`src/sv/spb_pkg.sv`:
```
// ----------------------------------------------------------------------------
// spb_pkg: shared definitions for the scaled palette sprite blitter
// Sizes, register indexes and the command and status bundles that pass
// between the blitter controller and its datapath.
// ----------------------------------------------------------------------------
package spb_pkg;

  localparam int PALETTE_ENTRIES = 256;
  localparam int FRAME_WIDTH     = 64;
  localparam int FRAME_HEIGHT    = 64;
  localparam int MAX_SCALE       = 8;

  localparam int PAL_AW  = (PALETTE_ENTRIES > 1) ? $clog2(PALETTE_ENTRIES) : 1;
  localparam int COLOR_W = 32;
  localparam int ADDR_W  = 24;
  localparam int DIM_W   = 13;  // framebuffer width and height
  localparam int POS_W   = 16;  // destination corner
  localparam int SCALE_W = 4;
  localparam int SRC_W   = 6;
  localparam int IDX_W   = 8;
  localparam int COORD_W = 18;  // signed block coordinates before clipping
  localparam int CFG_IW  = 3;
  localparam int CFG_DW  = 16;

  localparam logic [CFG_IW-1:0] CFG_DEST_X        = 3'd0;
  localparam logic [CFG_IW-1:0] CFG_DEST_Y        = 3'd1;
  localparam logic [CFG_IW-1:0] CFG_SCALE_FACTOR  = 3'd2;
  localparam logic [CFG_IW-1:0] CFG_BUFFER_WIDTH  = 3'd3;
  localparam logic [CFG_IW-1:0] CFG_BUFFER_HEIGHT = 3'd4;

  localparam logic KIND_PALETTE = 1'b0;
  localparam logic KIND_PIXEL   = 1'b1;

  typedef struct packed {
    logic accept;      // an input request is taken this cycle
    logic load_block;  // form the unclipped block corners
    logic load_clip;   // clip the block against the framebuffer
    logic load_base;   // form the first linear address
    logic step;        // the current write request is taken
  } spb_cmd_t;

  typedef struct packed {
    logic draw;   // the offered request is a visible pixel
    logic empty;  // the clipped block holds no cell
    logic last;   // the current write is the final one
  } spb_sts_t;

  // Colour index reduced modulo the palette size by restoring subtraction.
  function automatic logic [PAL_AW-1:0] pal_slot(input logic [IDX_W-1:0] idx);
    logic [IDX_W+9:0] r;
    r = (IDX_W+10)'(idx);
    for (int k = IDX_W - 1; k >= 0; k--) begin
      if (r >= ((IDX_W+10)'(PALETTE_ENTRIES) << k)) begin
        r = r - ((IDX_W+10)'(PALETTE_ENTRIES) << k);
      end
    end
    return PAL_AW'(r);
  endfunction

endpackage

```
`src/sv/spb_ctrl.sv`:
```
// ----------------------------------------------------------------------------
// spb_ctrl: blitter sequencer
// Steps one pixel request through block forming, clipping, base address
// and the write loop.
// ----------------------------------------------------------------------------
module spb_ctrl (
  input  logic              clk_i,
  input  logic              rst_ni,
  input  logic              in_valid_i,
  output logic              in_ready_o,
  input  logic              out_ready_i,
  output logic              out_valid_o,
  input  spb_pkg::spb_sts_t sts_i,
  output spb_pkg::spb_cmd_t cmd_o
);

  localparam logic [2:0] S_IDLE  = 3'd0;
  localparam logic [2:0] S_BLOCK = 3'd1;
  localparam logic [2:0] S_CLIP  = 3'd2;
  localparam logic [2:0] S_BASE  = 3'd3;
  localparam logic [2:0] S_EMIT  = 3'd4;

  logic [2:0] state_q, state_d;
  logic       accept;

  assign in_ready_o  = (state_q == S_IDLE);
  assign out_valid_o = (state_q == S_EMIT);
  assign accept      = in_valid_i && in_ready_o;

  always_comb begin
    cmd_o            = '0;
    cmd_o.accept     = accept;
    cmd_o.load_block = (state_q == S_BLOCK);
    cmd_o.load_clip  = (state_q == S_CLIP);
    cmd_o.load_base  = (state_q == S_BASE);
    cmd_o.step       = out_valid_o && out_ready_i;
  end

  always_comb begin
    state_d = state_q;
    unique case (state_q)
      S_IDLE: begin
        if (accept && sts_i.draw) state_d = S_BLOCK;
      end
      S_BLOCK: state_d = S_CLIP;
      S_CLIP: begin
        state_d = sts_i.empty ? S_IDLE : S_BASE;
      end
      S_BASE: state_d = S_EMIT;
      S_EMIT: begin
        if (out_ready_i && sts_i.last) state_d = S_IDLE;
      end
      default: state_d = S_IDLE;
    endcase
  end

  always_ff @(posedge clk_i or negedge rst_ni) begin
    if (!rst_ni) begin
      state_q <= S_IDLE;
    end else begin
      state_q <= state_d;
    end
  end

endmodule

```
`config.mk`:
```
export PLATFORM = sky130hd
export DESIGN_NAME = spb_ctrl
export DESIGN_NICKNAME = d
export VERILOG_FILES = /design/src/sv/spb_pkg.sv /design/src/sv/spb_ctrl.sv
export SDC_FILE = /design/constraint.sdc
export NUM_CORES = 1
export LEC_CHECK = 0
export BUFFER_PORTS_ARGS = -buffer_cell sky130_fd_sc_hd__clkbuf_2
export CORE_AREA = 2 2 39 41
export CTS_BUF_LIST = sky130_fd_sc_hd__clkbuf_8
export CTS_CLUSTER_SIZE = 16
export DETAILED_ROUTE_END_ITERATION = 16
export DIE_AREA = 0 0 41 43
export PLACE_DENSITY_LB_ADDON = 0.08
export SETUP_SLACK_MARGIN = 0.15
export SLEW_MARGIN = 0
export SYNTH_ARGS = -nofsm -noshare
export SYNTH_HDL_FRONTEND = slang
export SYNTH_SLANG_ARGS = --single-unit
```
`constraint.sdc`:
```
create_clock -name clk_i -period 2.2 [get_ports clk_i]
set_clock_uncertainty 0.1 [all_clocks]
set_input_delay 0.33 -clock clk_i [delete_from_list [all_inputs] [get_ports clk_i]]
set_output_delay 0.33 -clock clk_i [all_outputs]
set_load 0.005 [all_outputs]
```
==> results_dict.tcl <==
set metrics [dict create \
    status "complete, no violations" \
    area_growth_pct 72.1 \
    cp_max_fo 8 \
    globalRouteOverflowTotal 0 \
    drv_slew 0 \
    slew_headroom 0.813 \
    avgViaCountPerCell 3.77 \
    drv_cap 0 \
    firstDrtPassIters 4 \
    place.gp.congestion 0.615 \
    cts-root-buf "clkbuf_8" \
    drt_iter0_drc 2 \
    synth.area.top_cells "dfrtp_1 41%, nor3b_1 12%, and2_1 6.8%, nand2b_1 6.8%, and3b_1 4.8%" \
    core_mm2 0.00138 \
    h-tree-depth 1 \
    hold_class "in2reg" \
    synth_common_cells "3 x dfrtp_1, 3 x nor3b_1, 2 x and2_1, 2 x nand2b_1" \
    design_area_um2 317 \
    pwr-share-comb 0.313 \
    place_area_um2 262 \
    crit_path_cell_trace "nor3b_1 > and2_1 > clkbuf_2" \
    setup_viol 0 \
    max_stage_delay_ns 0.44 \
    pwr-share-seq 0.293 \
    critPathSlowestCell "dfrtp_1" \
    tns_ns 0 \
    p_sw_frac 0.314 \
    antenna_left 0 \
    synthCells 19 \
    leakagePower_nw 0.169 \
    ys_seq_area_frac 0.408 \
    n_fill_cell 160 \
    synth.distinct_cells 13 \
    crit_path_start_kind "flip-flop" \
    fmaxAchievable_mhz 596 \
    critPathBufInv 1 \
    antenna_found_initial 0 \
    grt_pass1_wl_um 779 \
    wl_per_cell_um 9.71 \
    power_mw 0.390 \
    ys.flop_type "dfrtp_1" \
    rsz0062_at_grt "no" \
    diodes 0 \
    io_buffers 13 \
    rows 14 \
    power.density_mw_per_mm2 1230 \
    yosys_warnings 0 \
    nNetsFinal 44 \
    p_int_mw 0.267 \
    routed_wl_um 505 \
    drive_above_1_share 0.444 \
    worstSetupPathType "reg2out" \
    cts_tree "built" \
    io_pins 14 \
    largest_reg_flops 3 \
    vias 196 \
    start_util 0.133 \
    syn_nets 26 \
    worstPathRequired_ns 1.77 \
    async_reset_ff_frac 1.00 \
    yosys_register_bits 3 \
    synth_edf_count 0 \
    clockPowerShare 0.395 \
    period_share 0.763 \
    dieHeight_um 43 \
    dieWidth_um 41 \
    dp_hpwl_um 369 \
    clk_pin_slew_ns 0.03 \
    endpoint_kind "output port" \
    clock_latency_ns 0.21 \
    grt_max_degree 10 \
    synth_area_um2 184 \
    synth.avg_cell_area_um2 9.68 \
    worst_pin_slew_ns 0.280 \
    vdd_drop_max_mv 0.243 \
    grt_pass1_vias 218 \
    crit_family "simple AND/OR/NAND/NOR gates" \
    cp.arrival_ns 1.25 \
    cts_buffer_depth 2 \
    synth_top_area_frac 0.408 \
    switchingPower_mw 0.122 \
    largest_register "state_q" \
    die_area_mm2 0.00176 \
    drc 0 \
    hold_violations 0 \
    top_regs "state_q: 3 flops" \
    min_period_ns 1.68 \
    cts_made_buffers 3 \
    grt_use_total 0.0704 \
    yosys.area.top_type "dfrtp_1" \
    cts_sinks 3 \
]
-- cells in the final DEF, fill, tap and decap left out, drive strengths merged --
cell type,netlist,routed
nand2,1,1
nand2b,2,2
dlygate4sd3,0,1
nand3b,1,1
a211oi,1,1
or3b,1,1
and2,2,2
nor3,1,1
inv,0,1
and3b,1,1
nor3b,3,3
a21o,1,1
a21oi,1,1
dfrtp,3,3
clkbuf,0,16
-- power groups by stage --
stage	clock network, mW	registers, mW	logic (mW)
final	0.154	0.114	0.122
after global placement	0	0.116	0.123
after global routing	0.165	0.117	0.135
after detailed placement	0	0.115	0.122
after floorplan	0	0.101	0.0783
after CTS	0.160	0.115	0.125
-- layer usage --
metal / vias to the layer above / GRT usage / wire [µm]
met5: - / 0 / 0
met4: 0 / 0.0400 / 0
met2: 9 / 0.103 / 242
met3: 0 / 0.0471 / 35
met1: 86 / 0.0710 / 228
li1: 101 / - / -
-- cells by family after synthesis --
logic type	synth area share
AND/OR/NAND/NOR	0.442
flip-flops	0.408
AO/OA/AOI/OAI	0.109
buffers and inverters	0.0408
-- worst register-to-register path, cell delays in order, from the launching register on --
cell,delay [ns]
dfrtp_1,0.44
or3b_1,0.40
a21oi_1,0.15
-- path summary, 6_finish.rpt --
path | startpoint | end | slack [ns] | depth (start not counted)
min | sts_i[0] | state_q[2] | 0.29 | 3
max reg2reg | state_q[0] | state_q[1] | 1.03 | 2
min in group asynchronous | rst_ni | state_q[0] | 0.35 | 2
max in group asynchronous | rst_ni | state_q[2] | 1.54 | 2
min reg2reg | state_q[2] | state_q[1] | 0.46 | 1
max | state_q[0] | cmd_o[0] | 0.52 | 3
-- cell type report --
| type | instances | area [µm²] | area share |
|---|---|---|---|
| well taps | 16 | 20.0 | 0.0632 |
| clock inverters | 1 | 3.75 | 0.0119 |
| multi-input cells | 15 | 101 | 0.320 |
| flip-flops and latches | 3 | 75.1 | 0.237 |
| repair buffers | 14 | 75.1 | 0.237 |
| clock buffers | 3 | 41.3 | 0.130 |
-- per-stage QoR --
step	util	instances	setup slack (ns)	hold slack (ns)
final	0.229	52	0.522	0.290
after global placement	0.189	47	0.736	0.0285
after global routing	0.229	52	0.395	0.306
after floorplan	-	19	0.841	-0.0656
after CTS	0.229	52	0.494	0.289
after detailed placement	0.189	47	0.732	0.0286
-- repair_timing --
item                      in CTS  in global routing
gates resized for setup        0                  0
buffers inserted               0                  0
hold buffers                   1                  0
hold endpoints to repair       3                  0
No activity file was read; power rests on OpenSTA's default activity.
